--- config.mk ---
export PLATFORM = sky130hd
export DESIGN_NAME = staggered_relay_switch_sequencer
export DESIGN_NICKNAME = d
export VERILOG_FILES = /design/src/rtl/srss_pkg.sv /design/src/rtl/staggered_relay_switch_sequencer.sv
export SDC_FILE = /design/constraint.sdc
export NUM_CORES = 1
export LEC_CHECK = 0
export ABC_AREA = 1
export BUFFER_PORTS_ARGS = -buffer_cell sky130_fd_sc_hd__buf_2
export CAP_MARGIN = 20
export CORE_UTILIZATION = 55
export DETAILED_ROUTE_END_ITERATION = 8
export PLACE_DENSITY = 0.74
export SLEW_MARGIN = 20
export SYNTH_ARGS = -nofsm -noshare
export SYNTH_HDL_FRONTEND = slang
export SYNTH_SLANG_ARGS = --single-unit
--- constraint.sdc ---
create_clock -name clk -period 4.6 [get_ports clk]
set_input_delay 0.46 -clock clk [delete_from_list [all_inputs] [get_ports clk]]
set_output_delay 0.46 -clock clk [all_outputs]
set_load 0.03 [all_outputs]
--- src/rtl/srss_pkg.sv ---
package srss_pkg;

  localparam int MAX_RELAYS = 8;
  localparam int IDX_W      = $clog2(MAX_RELAYS);
  localparam int CNT_W      = $clog2(MAX_RELAYS + 1);

  localparam logic [CNT_W-1:0] RELAY_COUNT_RST = CNT_W'(MAX_RELAYS);
  localparam logic [15:0]      HOLD_RST        = 16'd300;
  localparam logic [15:0]      PERIOD_RST      = 16'd75;

  // request codes
  localparam logic [1:0] REQ_SET   = 2'd0;
  localparam logic [1:0] REQ_TOGG  = 2'd1;
  localparam logic [1:0] REQ_TICK  = 2'd2;
  localparam logic [1:0] REQ_QUERY = 2'd3;

  // result kinds
  localparam logic [1:0] KIND_ACK    = 2'd0;
  localparam logic [1:0] KIND_REPORT = 2'd1;
  localparam logic [1:0] KIND_TICK   = 2'd2;

  // configuration register indexes
  localparam logic [2:0] CFG_RELAY_COUNT  = 3'd0;
  localparam logic [2:0] CFG_INVERT_MASK  = 3'd1;
  localparam logic [2:0] CFG_INITIAL_MASK = 3'd2;
  localparam logic [2:0] CFG_HOLD_TIME    = 3'd3;
  localparam logic [2:0] CFG_CHECK_PERIOD = 3'd4;
  localparam logic [2:0] CFG_REPORT_EN    = 3'd5;

endpackage

--- src/rtl/staggered_relay_switch_sequencer.sv ---
// Path: a set, toggle or query goes through ST_ACK, and a tick without a scan pass through
// ST_TICK, to the output register; a tick with a pass goes through ST_TICK, a read and a check
// per relay up to the first switch, reports when enabled, then ST_SUMMARY; stalls hold it.
// Throughput: one item at a time; the next input is taken once the last result is loaded.
// Reset (rst, synchronous): registers at defaults, switch times read as zero through
// per-entry valid bits, nothing reported yet, no clearing pass; no transfer during reset.
module staggered_relay_switch_sequencer (
  input  logic        clk,
  input  logic        rst,
  input  logic        s_tvalid,
  output logic        s_tready,
  input  logic [7:0]  s_tdata,   // relay_index[2:0], set_value[3], link_up[4], zero[7:5]
  input  logic [1:0]  s_tuser,   // req_type[1:0]
  output logic        m_tvalid,
  input  logic        m_tready,
  output logic [15:0] m_tdata,   // relay_index_res[2:0], state_bit[3], found[4], switched[5],
                                 // drive_levels[13:6], zero[15:14]
  output logic [1:0]  m_tuser,   // kind[1:0]
  output logic        m_tlast,
  input  logic        cfg_valid,
  output logic        cfg_ready,
  input  logic [2:0]  cfg_index,
  input  logic [15:0] cfg_data
);

  localparam int N  = srss_pkg::MAX_RELAYS;
  localparam int IW = srss_pkg::IDX_W;
  localparam int CW = srss_pkg::CNT_W;

  localparam logic [2:0] ST_IDLE    = 3'd0;
  localparam logic [2:0] ST_ACK     = 3'd1;
  localparam logic [2:0] ST_TICK    = 3'd2;
  localparam logic [2:0] ST_SCAN_RD = 3'd3;
  localparam logic [2:0] ST_SCAN_CK = 3'd4;
  localparam logic [2:0] ST_REPORT  = 3'd5;
  localparam logic [2:0] ST_SUMMARY = 3'd6;

  logic [2:0]    state, state_next;

  logic [3:0]    relay_count;
  logic [N-1:0]  invert_mask;
  logic [15:0]   hold_time_ms;
  logic [15:0]   check_period_ms;
  logic          report_enable;

  logic [31:0]   time_now, last_check_time;
  logic [N-1:0]  desired_state, drive_level, reported_valid, reported_value;

  logic [1:0]    req_q;
  logic [IW-1:0] idx_q;
  logic          setv_q, link_q;

  logic [CW-1:0] scan_idx;
  logic          sw;
  logic [IW-1:0] swidx;
  logic          swst;

  // switch time store, one entry per relay
  logic [31:0]   st_mem [N];
  logic [N-1:0]  st_valid;
  logic [31:0]   rd_data;
  logic          rd_vld;
  logic          st_we;

  logic          out_valid;
  logic [1:0]    out_kind;
  logic [IW-1:0] out_idx;
  logic          out_st, out_fnd, out_sw, out_last;
  logic [N-1:0]  out_drive;

  logic          out_free, out_load;
  logic [1:0]    em_kind;
  logic [IW-1:0] em_idx;
  logic          em_st, em_fnd, em_sw, em_last;

  logic [CW-1:0] cnt;
  logic          in_fire, cfg_fire;
  logic [N-1:0]  ack_desired;
  logic          ack_fnd;
  logic [31:0]   eff_time, elapsed;
  logic          do_switch, rep_need;
  logic [IW-1:0] sidx;

  assign cnt = (relay_count > 4'(N)) ? CW'(N) : CW'(relay_count);
  assign sidx = scan_idx[IW-1:0];

  assign s_tready  = (state == ST_IDLE) && !rst;
  assign in_fire   = s_tvalid && s_tready;
  assign cfg_ready = !rst;
  assign cfg_fire  = cfg_valid && cfg_ready;
  assign out_free  = !out_valid || m_tready;

  assign ack_fnd = {1'b0, idx_q} < cnt;
  always_comb begin
    ack_desired = desired_state;
    case (req_q)
      srss_pkg::REQ_SET:  ack_desired[idx_q] = setv_q;
      srss_pkg::REQ_TOGG: ack_desired[idx_q] = !desired_state[idx_q];
      default:            ack_desired = desired_state;
    endcase
  end

  assign eff_time  = rd_vld ? rd_data : 32'd0;
  assign elapsed   = time_now - eff_time;
  assign do_switch = (elapsed > {16'd0, hold_time_ms}) &&
                     ((drive_level[sidx] ^ invert_mask[sidx]) != desired_state[sidx]);
  assign rep_need  = !reported_valid[sidx] || (reported_value[sidx] != desired_state[sidx]);
  assign st_we     = (state == ST_SCAN_CK) && do_switch;

  always_comb begin
    state_next = state;
    out_load   = 1'b0;
    em_kind    = srss_pkg::KIND_ACK;
    em_idx     = '0;
    em_st      = 1'b0;
    em_fnd     = 1'b0;
    em_sw      = 1'b0;
    em_last    = 1'b0;
    case (state)
      ST_IDLE: begin
        if (in_fire) begin
          state_next = (s_tuser == srss_pkg::REQ_TICK) ? ST_TICK : ST_ACK;
        end
      end
      ST_ACK: begin
        em_kind = srss_pkg::KIND_ACK;
        em_idx  = idx_q;
        em_st   = ack_fnd && ack_desired[idx_q];
        em_fnd  = ack_fnd;
        em_last = 1'b1;
        if (out_free) begin
          out_load   = 1'b1;
          state_next = ST_IDLE;
        end
      end
      ST_TICK: begin
        if ((time_now - last_check_time) < {16'd0, check_period_ms}) begin
          em_kind = srss_pkg::KIND_TICK;
          em_last = 1'b1;
          if (out_free) begin
            out_load   = 1'b1;
            state_next = ST_IDLE;
          end
        end else begin
          state_next = ST_SCAN_RD;
        end
      end
      ST_SCAN_RD: begin
        if (scan_idx >= cnt) begin
          state_next = (report_enable && link_q) ? ST_REPORT : ST_SUMMARY;
        end else begin
          state_next = ST_SCAN_CK;
        end
      end
      ST_SCAN_CK: begin
        if (do_switch) begin
          state_next = (report_enable && link_q) ? ST_REPORT : ST_SUMMARY;
        end else begin
          state_next = ST_SCAN_RD;
        end
      end
      ST_REPORT: begin
        em_kind = srss_pkg::KIND_REPORT;
        em_idx  = sidx;
        em_st   = desired_state[sidx];
        if (scan_idx >= cnt) begin
          state_next = ST_SUMMARY;
        end else if (rep_need) begin
          out_load = out_free;
        end
      end
      ST_SUMMARY: begin
        em_kind = srss_pkg::KIND_TICK;
        em_idx  = swidx;
        em_st   = swst;
        em_sw   = sw;
        em_last = 1'b1;
        if (out_free) begin
          out_load   = 1'b1;
          state_next = ST_IDLE;
        end
      end
      default: state_next = ST_IDLE;
    endcase
  end

  always_ff @(posedge clk) begin
    if (st_we) begin
      st_mem[sidx] <= time_now;
    end
    if (state == ST_SCAN_RD) begin
      rd_data <= st_mem[sidx];
    end
  end

  always_ff @(posedge clk) begin
    if (rst) begin
      state           <= ST_IDLE;
      relay_count     <= 4'(srss_pkg::RELAY_COUNT_RST);
      invert_mask     <= '0;
      hold_time_ms    <= srss_pkg::HOLD_RST;
      check_period_ms <= srss_pkg::PERIOD_RST;
      report_enable   <= 1'b1;
      time_now        <= '0;
      last_check_time <= '0;
      desired_state   <= '0;
      drive_level     <= '0;
      reported_valid  <= '0;
      reported_value  <= '0;
      st_valid        <= '0;
      rd_vld          <= 1'b0;
      scan_idx        <= '0;
      sw              <= 1'b0;
      swidx           <= '0;
      swst            <= 1'b0;
      out_valid       <= 1'b0;
    end else begin
      state <= state_next;

      if (cfg_fire) begin
        case (cfg_index)
          srss_pkg::CFG_RELAY_COUNT:  relay_count <= cfg_data[3:0];
          srss_pkg::CFG_INVERT_MASK:  invert_mask <= cfg_data[N-1:0];
          srss_pkg::CFG_INITIAL_MASK: begin
            desired_state <= cfg_data[N-1:0];
            drive_level   <= cfg_data[N-1:0] ^ invert_mask;
          end
          srss_pkg::CFG_HOLD_TIME:    hold_time_ms    <= cfg_data;
          srss_pkg::CFG_CHECK_PERIOD: check_period_ms <= cfg_data;
          srss_pkg::CFG_REPORT_EN:    report_enable   <= cfg_data[0];
          default: ;
        endcase
      end

      if (in_fire && (s_tuser == srss_pkg::REQ_TICK)) begin
        time_now <= time_now + 32'd1;
      end

      if ((state == ST_ACK) && out_free && ack_fnd) begin
        desired_state <= ack_desired;
      end

      // start a pass: clear the switch summary and rewind the scan
      if ((state == ST_TICK) && (state_next == ST_SCAN_RD)) begin
        last_check_time <= time_now;
        scan_idx        <= '0;
        sw              <= 1'b0;
        swidx           <= '0;
        swst            <= 1'b0;
      end

      if (state == ST_SCAN_RD) begin
        rd_vld <= st_valid[sidx];
        if (scan_idx >= cnt) begin
          scan_idx <= '0;
        end
      end

      if (state == ST_SCAN_CK) begin
        if (do_switch) begin
          drive_level[sidx] <= desired_state[sidx] ^ invert_mask[sidx];
          st_valid[sidx]    <= 1'b1;
          sw                <= 1'b1;
          swidx             <= sidx;
          swst              <= desired_state[sidx];
          scan_idx          <= '0;
        end else begin
          scan_idx <= scan_idx + CW'(1);
        end
      end

      if ((state == ST_REPORT) && (scan_idx < cnt)) begin
        if (!rep_need || out_free) begin
          scan_idx <= scan_idx + CW'(1);
        end
        if (rep_need && out_free) begin
          reported_valid[sidx] <= 1'b1;
          reported_value[sidx] <= desired_state[sidx];
        end
      end

      if (out_load) begin
        out_valid <= 1'b1;
      end else if (m_tready) begin
        out_valid <= 1'b0;
      end
    end
  end

  // hold the link flag and the request fields for the item at work, and the result fields on a load
  always_ff @(posedge clk) begin
    if (in_fire) begin
      req_q  <= s_tuser;
      idx_q  <= s_tdata[IW-1:0];
      setv_q <= s_tdata[3];
      link_q <= s_tdata[4];
    end
    if (out_load) begin
      out_kind  <= em_kind;
      out_idx   <= em_idx;
      out_st    <= em_st;
      out_fnd   <= em_fnd;
      out_sw    <= em_sw;
      out_last  <= em_last;
      out_drive <= drive_level;
    end
  end

  assign m_tvalid = out_valid;
  assign m_tuser  = out_kind;
  assign m_tlast  = out_last;
  assign m_tdata  = {2'b00, out_drive, out_sw, out_fnd, out_st, out_idx};

  a_load_free: assert property (@(posedge clk) disable iff (rst)
    out_load |-> out_free)
    else $error("result loaded over a waiting transfer");

  a_one_switch: assert property (@(posedge clk) disable iff (rst)
    st_we |-> !sw)
    else $error("second relay switched in one pass");

  a_sum_level: assert property (@(posedge clk) disable iff (rst)
    (state == ST_SUMMARY) && sw |-> drive_level[swidx] == (swst ^ invert_mask[swidx]))
    else $error("switched relay level disagrees with summary");

  a_leave_idle: assert property (@(posedge clk) disable iff (rst)
    in_fire |=> state != ST_IDLE)
    else $error("accepted item dropped");

  a_scan_range: assert property (@(posedge clk) disable iff (rst)
    (state == ST_SCAN_CK) |-> scan_idx < cnt)
    else $error("scan beyond relay count");

endmodule
# --- Yosys cells after proc, flatten, opt, wreduce, memory -nomap -nowiden ---
# Memory sizes are Yosys's and may differ from the RTL's. A register that Yosys moved wholly into a read port is not among the register bits.
# Cells that the tools add are included.
classes:
  addsub: 4
  n_lt_le_gt_ge: 10
  eq_ne: 16
  muxes: 75
  n_bitwise: 5
  reduce_logical: 38
op_table:
  columns: ["op", "count"]
  rows:
  - ["$mux W8", 8]
  - ["$sub A32 B32 Y32", 2]
  - ["$add A32 B1 Y32 const B", 1]
  - ["$bwmux W8", 4]
  - ["$gt A32 B16 Y1", 1]
  - ["$lt A32 B16 Y1", 1]
  - ["$mux W32", 1]
  - ["$mux W4", 8]
  - ["$mux W1", 25]
  - ["$bmux W1 S3", 8]
  - ["$mux W3", 8]
  - ["$pmux W3 S6", 1]
  - ["$or A8 B8 Y8", 2]
  - ["$pmux W8 S2", 1]
  - ["$reduce_and A2 Y1", 8]
  - ["$eq A3 B2 Y1 const B", 5]
  - ["$eq A3 B3 Y1 const B", 5]
  - ["$logic_and A1 B1 Y1", 15]
  - ["$pmux W3 S3", 1]
  - ["$lt A3 B4 Y1 const B", 2]
  - ["$mux W2", 4]
  - ["$xor A8 B8 Y8", 1]
  - ["$demux W1 S3", 2]
  - ["$eq A3 B1 Y1 const B", 2]
  - ["other kinds (19)", 32]
word_totals:
  ff_bits: 187
  ram_bits: 256
  input_bits: 34
  elab_cells: 179
  n_memories: 1
mem_list:
  columns: ["name", "depth", "width", "rd", "rd_clocked_by_memory_dff", "wr", "line", "source"]
  rows:
  - ["st_mem", 8, 32, 1, 1, 1, "staggered_relay_switch_sequencer.sv:59", "logic [31:0] st_mem [N];"]

# --- Logic depth before layout (Yosys ltp) ---
# Gate-level depths: netlist of run 1.
depth:
  ltp_word: 15
  ltp_mapped: 29

# --- Worst setup path before layout of run 1 ---
# No wires, ideal clock.
synth_path:
  kind: "register to register"
  startpoint: "reg rd_vld"
  endpoint: "mem st_mem[2][0], enable pin"
  setup_time_ns: 0.387
  arrival_time_ns: 3.936
  required_ns: 4.213
  setup_slack_ns: 0.278
  path_stages_with_launch: 27
  n_path_buf: 2
  period_less_slack_ns: 4.322
  path_cell_list: "dfxtp_1 clkbuf_1 clkbuf_1 nand2_1 ha_1 nand2_1 nor2_1 inv_2 nor3_1 nand2_1 nand2_1 xor2_1 ha_1 nand2_1 nor3_1 nand2_1 nand2_1 nand2_1 nand3_1 nor2_1 nand2_1 nor2_1 nand2_1 nand3_4 inv_2 nand2_1 inv_1"
synth_via:
  elab_chain_len: 7
synth_lines:
  columns: ["element", "line", "source"]
  rows:
  - ["start, declared", "staggered_relay_switch_sequencer.sv:62", "logic rd_vld;"]
  - ["start signal, assigned", "staggered_relay_switch_sequencer.sv:253", "rd_vld <= st_valid[sidx];"]
  - ["$mux W32", "staggered_relay_switch_sequencer.sv:103", "assign eff_time = rd_vld ? rd_data : 32'd0;"]
  - ["$sub A32 B32 Y32", "staggered_relay_switch_sequencer.sv:104", "assign elapsed = time_now - eff_time;"]
  - ["$gt A32 B16 Y1", "staggered_relay_switch_sequencer.sv:105", "assign do_switch = (elapsed > {16'd0, hold_time_ms}) &&"]
  - ["$logic_and A1 B1 Y1", "staggered_relay_switch_sequencer.sv:105", null]
  - ["$logic_and A1 B1 Y1", "staggered_relay_switch_sequencer.sv:108", "assign st_we = (state == ST_SCAN_CK) && do_switch;"]
  - ["$mux W1", "staggered_relay_switch_sequencer.sv:188", "if (st_we) begin"]
  - ["$mux W1 (implied by the code)", "staggered_relay_switch_sequencer.sv:189", "st_mem[sidx] <= time_now;"]
  - ["end, declared", "staggered_relay_switch_sequencer.sv:59", null]
# Every way passes these cells.

# --- Final worst setup path of run 1 ---
layout_path:
  startpoint: "reg rd_vld"
  endpoint: "mem st_mem[3][28], enable pin"
# The elaborated chain is that of the path after synthesis.

==> results.sh, run 1 <==
export IMPL_clockBufferDepth=3
export IMPL_ios=56
export IMPL_synth_seq_cells=475
export IMPL_synth_cell_type_count=53
export IMPL_yosysWarnings=0
export IMPL_critPathKind="reg -> reg"
export IMPL_track_usage_pct=30.1
export IMPL_cts_sinks=475
export IMPL_viasPerCell=5.64
export IMPL_path_clk_slew_ns=0.07
export IMPL_fillers=3745
export IMPL_powerDensity_nw_per_um2=346
export IMPL_reg2reg_from="rd_vld"
export IMPL_postRouteAntennaNets=0
export IMPL_wl_um=67900
export IMPL_cts_tree="yes"
export IMPL_rr_worst_depth=28
export IMPL_fin_hold_ws_ns=0.0276
export IMPL_wl_per_cell_um=18.7
export IMPL_cp_max_fo=32
export IMPL_crit_top_cell="nand2_1"
export IMPL_cts_root_buf="clkbuf_16"
export IMPL_dieWidth_um=213
export IMPL_die_height_um=213
export IMPL_power_static_leakage_nw=11.8
export IMPL_core_rowCount=77
export IMPL_cts_hold_buf=0
export IMPL_status="finished clean"
export IMPL_relSlewSlack_pct=31.0
export IMPL_peakVddDrop_uv=232
export IMPL_crit_path_start_kind="flip-flop"
export IMPL_layout_min_cycle_time_ns=4.33
export IMPL_synthCells=2916
export IMPL_min_from="s_tdata[4]"
export IMPL_period_share_pct=94.1
export IMPL_critPathRequiredTime_ns=4.92
export IMPL_drive_gt1_share_pct=7.39
export IMPL_async_flop_share_pct=0
export IMPL_h_tree_depth=2
export IMPL_cp_end_kind="flip-flop"
export IMPL_hold_path_depth=1
export IMPL_drt_iter0_drc=1962
export IMPL_nNetsFinal=3146
export IMPL_synth_edf_count=312
export IMPL_cts_buffers=47
export IMPL_grt_max_degree=120
export IMPL_slew_viol_final=0
export IMPL_final_core_util_pct=62.3
export IMPL_portBuffers=50
export IMPL_slowest_delay_ns=0.39
export IMPL_place_congestion=0.984
export IMPL_grt_pass1_vias=19158
export IMPL_maxCapViolCount=0
export IMPL_fmax_ghz=0.231
export IMPL_area_growth_pct=12.0
export IMPL_dieArea_um2=45500
export IMPL_overflow=0
export IMPL_hold_path_class="in -> reg"
export IMPL_drc_errors=0
export IMPL_r2r_end="st_mem[3][28]"
export IMPL_dr_pass1_iters=6
export IMPL_antenna_found_initial=2
export IMPL_tightest_slew_ns=1.03
export IMPL_syn_avg_cell_area_um2=8.42
export IMPL_finalHoldViolations=0
export IMPL_r2r_slack_ns=0.27
export IMPL_start_util_pct=55.7
export IMPL_critical_path_arrival_ns=4.65
export IMPL_total_power_w=0.00952
export IMPL_dp_hpwl_um=47800
export IMPL_cp_slowest_cell="ha_1"
export IMPL_ys_flop_type="edfxtp_1"
export IMPL_core_area_um2=44100
export IMPL_clock_latency_ns=0.62
export IMPL_vias=20515
export IMPL_setup_viol=0
export IMPL_fin_skew_ns=0.0458
export IMPL_syn_area_um2=24600
export IMPL_min_to="link_q"
export IMPL_seq_area_frac_synth_pct=51.4
export IMPL_grt_pass1_wl_um=104000
==> how the worst max path moves through the flow <==
stage / cells past startpoint / endpoint / start
detailed placement: 24 / last_check_time[3] / time_now[0]
CTS: 28 / st_mem[3][21] / rd_vld
finish: 28 / st_mem[3][28] / rd_vld
global route: 24 / last_check_time[21] / time_now[0]
global placement: 25 / state[0] / time_now[0]
floorplan: 26 / st_mem[2][0] / rd_vld
==> layout make-up <==
cell class	instances	area (um^2)	area share [%]
Antenna cell	2	5.00	0.0182
Clock buffer	63	1280	4.64
Clock inverter	24	319	1.16
Inverter	449	1690	6.13
Multi-Input combinational cell	1917	9960	36.2
Sequential cell	475	12600	45.9
Tap cell	592	741	2.69
Timing Repair Buffer	117	882	3.21
==> state kept, by name, indices dropped and copies added, names as in the netlist, 3 cells and up <==
name             count
st_mem             256
last_check_time     32
rd_data             32
time_now            32
check_period_ms     16
hold_time_ms        16
desired_state        8
drive_level          8
invert_mask          8
out_drive            8
reported_valid       8
reported_value       8
st_valid             8
relay_count          4
scan_idx             4
idx_q                3
out_idx              3
state                3
swidx                3
==> cells in the final DEF (no fill, tap or decap), types with 5 or more instances in the layout <==
master     instances
o22ai_1           13
o21bai_1           5
buf_2             50
a22oi_1           33
o21a_1             8
ha_1             103
o211ai_1          15
and2_1             9
dfxtp_1          163
xnor2_1           14
a21oi_1          149
nand2_1          788
nand4_1           48
inv_1            434
clkbuf_16         47
a221oi_1          41
a31oi_1            8
inv_2             12
edfxtp_1         312
buf_12            10
a22o_1            20
nor2_1           283
nand3_1          108
buf_4             56
nor3_1            33
xor2_1            43
clkbuf_1          12
clkinv_2           8
clkinv_1           6
bufinv_16          5
o21ai_0          136
==> synth_stat cells (all sizes together), types with 13 or more instances <==
cell / n / area [um^2]
a22o: 20 / 175
clkbuf: 51 / 191
nor2: 287 / 1080
dfxtp: 163 / 3260
nand3: 113 / 598
xnor2: 14 / 123
a221oi: 41 / 359
a21oi: 149 / 746
buf: 25 / 131
o22ai: 13 / 81.3
xor2: 44 / 404
a22oi: 33 / 248
ha: 103 / 1290
edfxtp: 312 / 9370
o211ai: 15 / 113
nand2: 791 / 2970
nor3: 37 / 190
nand4: 49 / 313
o21ai: 138 / 691
inv: 446 / 1670
==> where the power goes <==
group          switching [W]  internal, W
Sequential         0.0000231      0.00454
Combinational       0.000679     0.000332
Clock                0.00169      0.00226
==> per-layer routing <==
| metal | share of wire [%] | track usage (%) | up-vias |
|---|---|---|---|
| met4 | 2.6 | 9.04 | 2 |
| met3 | 9.0 | 4.50 | 122 |
| met2 | 46 | 49.0 | 841 |
| li1 | - | - | 9852 |
| met5 | 0.019 | 0 | - |
| met1 | 43 | 41.6 | 9698 |
==> worst max-delay path, delay by kind of cell, from the launching register on <==
kind                       cells  cell delay [ns]
DFF                            1             0.38
buffers and inverters          5             0.60
and+or+nand+nor               17             1.75
AOI/OAI and AO/OA              3             0.38
xor gates and xnor gates       1             0.19
adders and majority gates      2             0.68
==> stage by stage <==
stage | setup slack (ns) | setup TNS (ns) | instance area (um^2) | cells
after floorplan | 0.278 | 0 | 24600 | 2917
after global placement | 0.107 | 0 | 25900 | 3550
after detailed placement | 0.0387 | 0 | 25900 | 3550
after CTS | 0.146 | 0 | 27500 | 3637
after global routing | -0.0355 | -0.112 | 27500 | 3637
final | 0.271 | 0 | 27500 | 3639
==> kinds of logic after synthesis <==
| logic type | Yosys count | share of synthesized area, % |
|---|---|---|
| compound gates | 445 | 10.9 |
| xor+xnor | 58 | 2.15 |
| fa+ha+maj | 105 | 5.41 |
| buf+inv | 525 | 8.18 |
| simple gates | 1306 | 21.8 |
| other cells | 1 | 0.0153 |
| mux | 1 | 0.0459 |
| flops | 475 | 51.4 |
==> repair_timing <==
item                                    4_1_cts  5_1_grt
resized for setup                             1        5
setup buffers                                 0        0
endpoints found under the setup margin        9      302
No activity file was read; power rests on OpenSTA's default activity.
==> inputs of run 2 (changes only) <==
CORE_UTILIZATION = 57   (was 55)
GPL_TIMING_DRIVEN = 1   (was not set)
PLACE_DENSITY = 0.77   (was 0.74)
==> run 2 against run 1 <==
  * Setup slack improved by 0.10 ns
  * Via count is 0.93% higher
  * Final cell count down 1.3%
  * Clock power fell by 2%
  * Hold slack improved by 0.0088 ns
==> results.sh, run 2 (synthesis results as in run 1) <==
export IMPL_postRouteAntennaNets=0
export IMPL_core_rowCount=75
export IMPL_p_clk_share_pct=41.3
export IMPL_grt_pass1_vias=19691
export IMPL_critPathRequiredTime_ns=5.08
export IMPL_tns_ns=0
export IMPL_grt_max_degree=107
export IMPL_cts_buffers=50
export IMPL_period_share_pct=91.8
export IMPL_power_switching_w=0.00236
export IMPL_r2r_slack_ns=0.38
export IMPL_cp_max_fo=32
export IMPL_total_power_w=0.00944
export IMPL_fmax_ghz=0.237
export IMPL_power_static_leakage_nw=11.8
export IMPL_pwr_share_comb_pct=10.4
export IMPL_dieArea_um2=43900
export IMPL_portBuffers=50
export IMPL_path_clk_slew_ns=0.07
export IMPL_num_antenna_cells=0
export IMPL_ios=56
export IMPL_h_tree_depth=2
export IMPL_viasPerCell=5.76
export IMPL_crit_path_start_kind="flip-flop"
export IMPL_peakVddDrop_uv=330
export IMPL_area_growth_pct=11.6
export IMPL_status="finished clean"
export IMPL_relSlewSlack_pct=29.8
export IMPL_finalHoldViolations=0
export IMPL_fin_skew_ns=0.0210
export IMPL_path_cells="inv_1, ha_1, inv_1, fa_1, nand2_1, nand3_1, nand3_1, nand2_1, nand2_1, nand2_1, xor2_1, ha_1, nand2_1, nor2_1, a211oi_2, nand3_1, nor2_1, nand3_1, nor2_1, nand3_1, nand2_1, inv_2, nor2_1, nor2_1"
export IMPL_rsz0062_at_grt="false"
export IMPL_cts_root_buf="clkbuf_16"
export IMPL_crit_top_cell="nand2_1"
export IMPL_power_frac_seq_pct=48.3
export IMPL_vias=20705
export IMPL_p_int_w=0.00708
export IMPL_wl_per_cell_um=19.2
export IMPL_grt_pass1_wl_um=107000
export IMPL_tightest_slew_ns=1.05
export IMPL_critical_path_arrival_ns=4.70
export IMPL_maxCapViolCount=0
export IMPL_dieWidth_um=210
export IMPL_drt_iter0_drc=2129
export IMPL_switching_share_pct=25.0
export IMPL_antenna_found_initial=0
export IMPL_cp_slowest_cell="fa_1"
export IMPL_track_usage_pct=31.8
export IMPL_start_util_pct=58.2
export IMPL_clock_latency_ns=0.61
export IMPL_die_height_um=210
export IMPL_cts_tree="yes"
export IMPL_most_common_layout_cells="789 x nand2_1, 434 x inv_1, 312 x edfxtp_1"
export IMPL_place_congestion=1.00
export IMPL_dr_pass1_iters=6
export IMPL_layout_min_cycle_time_ns=4.22
export IMPL_setup_viol=0
export IMPL_slowest_delay_ns=0.48
export IMPL_drc_errors=0
export IMPL_hold_path_class="in -> reg"
export IMPL_largest_reg_flops=256
export IMPL_mostFrequentLayoutCell="nand2_1"
export IMPL_critPathKind="reg -> reg"
export IMPL_dp_hpwl_um=48000
export IMPL_overflow=0
export IMPL_post_cts_setup_buffers=0
export IMPL_clockBufferDepth=3
export IMPL_powerDensity_nw_per_um2=345
export IMPL_cts_hold_buf=0
export IMPL_wl_um=69100
export IMPL_nNetsFinal=3153
export IMPL_cp_end_kind="flip-flop"
export IMPL_drive_gt1_share_pct=7.24
export IMPL_largest_register="st_mem"
export IMPL_cts_sinks=475
export IMPL_core_area_um2=42200
export IMPL_slew_viol_final=0
-- run 2: per-stage QoR --
stage | hold slack [ns] | instance area [um^2] | util [%] | std cells | worst slack (ns)
after floorplan | 0.408 | 24600 | - | 2917 | 0.278
after global placement | 0.415 | 25800 | 61.1 | 3501 | 0.355
after detailed placement | 0.420 | 25800 | 61.1 | 3501 | 0.265
after CTS | 0.0161 | 27400 | 64.9 | 3593 | 0.252
after global routing | 0.0230 | 27400 | 64.9 | 3593 | 0.0217
final | 0.0364 | 27400 | 64.9 | 3593 | 0.376
-- run 2: power groups by stage --
| stage | logic (W) | clock network (W) | registers, W |
|---|---|---|---|
| 2_1_floorplan | 0.000694 | 0 | 0.00465 |
| 3_3_place_gp | 0.000928 | 0 | 0.00465 |
| 3_5_place_dp | 0.000957 | 0 | 0.00465 |
| 4_1_cts | 0.000962 | 0.00395 | 0.00456 |
| 5_1_grt | 0.00110 | 0.00411 | 0.00456 |
| 6_report | 0.000985 | 0.00389 | 0.00456 |
-- run 2: path summary, 6_finish.rpt --
kind / depth (start not counted) / start / endpoint
max: 24 / time_now[0] / last_check_time[28]
min: 1 / s_tdata[0] / idx_q[0]
max reg2reg: 24 / time_now[0] / last_check_time[28]
min reg2reg: 0 / drive_level[3] / out_drive[3]
-- run 2: routing by layer --
metal  share of wire (%)  vias up  GRT usage (%)  wire length (um)
li1                    -     9867              -                 -
met1                  42     9771           43.8             29200
met2                  46      935           52.3             31900
met3                 9.0      132           4.03              6250
met4                 2.6        0           10.5              1820
met5                   0        -              0                 0
-- run 2: critical path, delay by kind of cell, from the launching register on --
family | cells | cell delay, ns
compound gates | 1 | 0.22
xor+xnor | 1 | 0.19
fa+ha+maj | 3 | 0.96
buf+inv | 3 | 0.52
flops | 1 | 0.31
simple gates | 16 | 1.85
-- run 2: repair_timing --
action                                  CTS  global route
gates resized for setup                   0             2
endpoints found under the hold margin     0             0
endpoints found under the setup margin    0           192
-- run 2: area by class of cell --
| cell class | count | area, um^2 |
|---|---|---|
| multi-input cells | 1917 | 9950 |
| well taps | 539 | 674 |
| fillers | 3466 | 14800 |
| repair buffers | 121 | 871 |
| inverters | 449 | 1690 |
| clock inverters | 21 | 209 |
| flip-flops and latches | 475 | 12600 |
| clock buffers | 71 | 1380 |
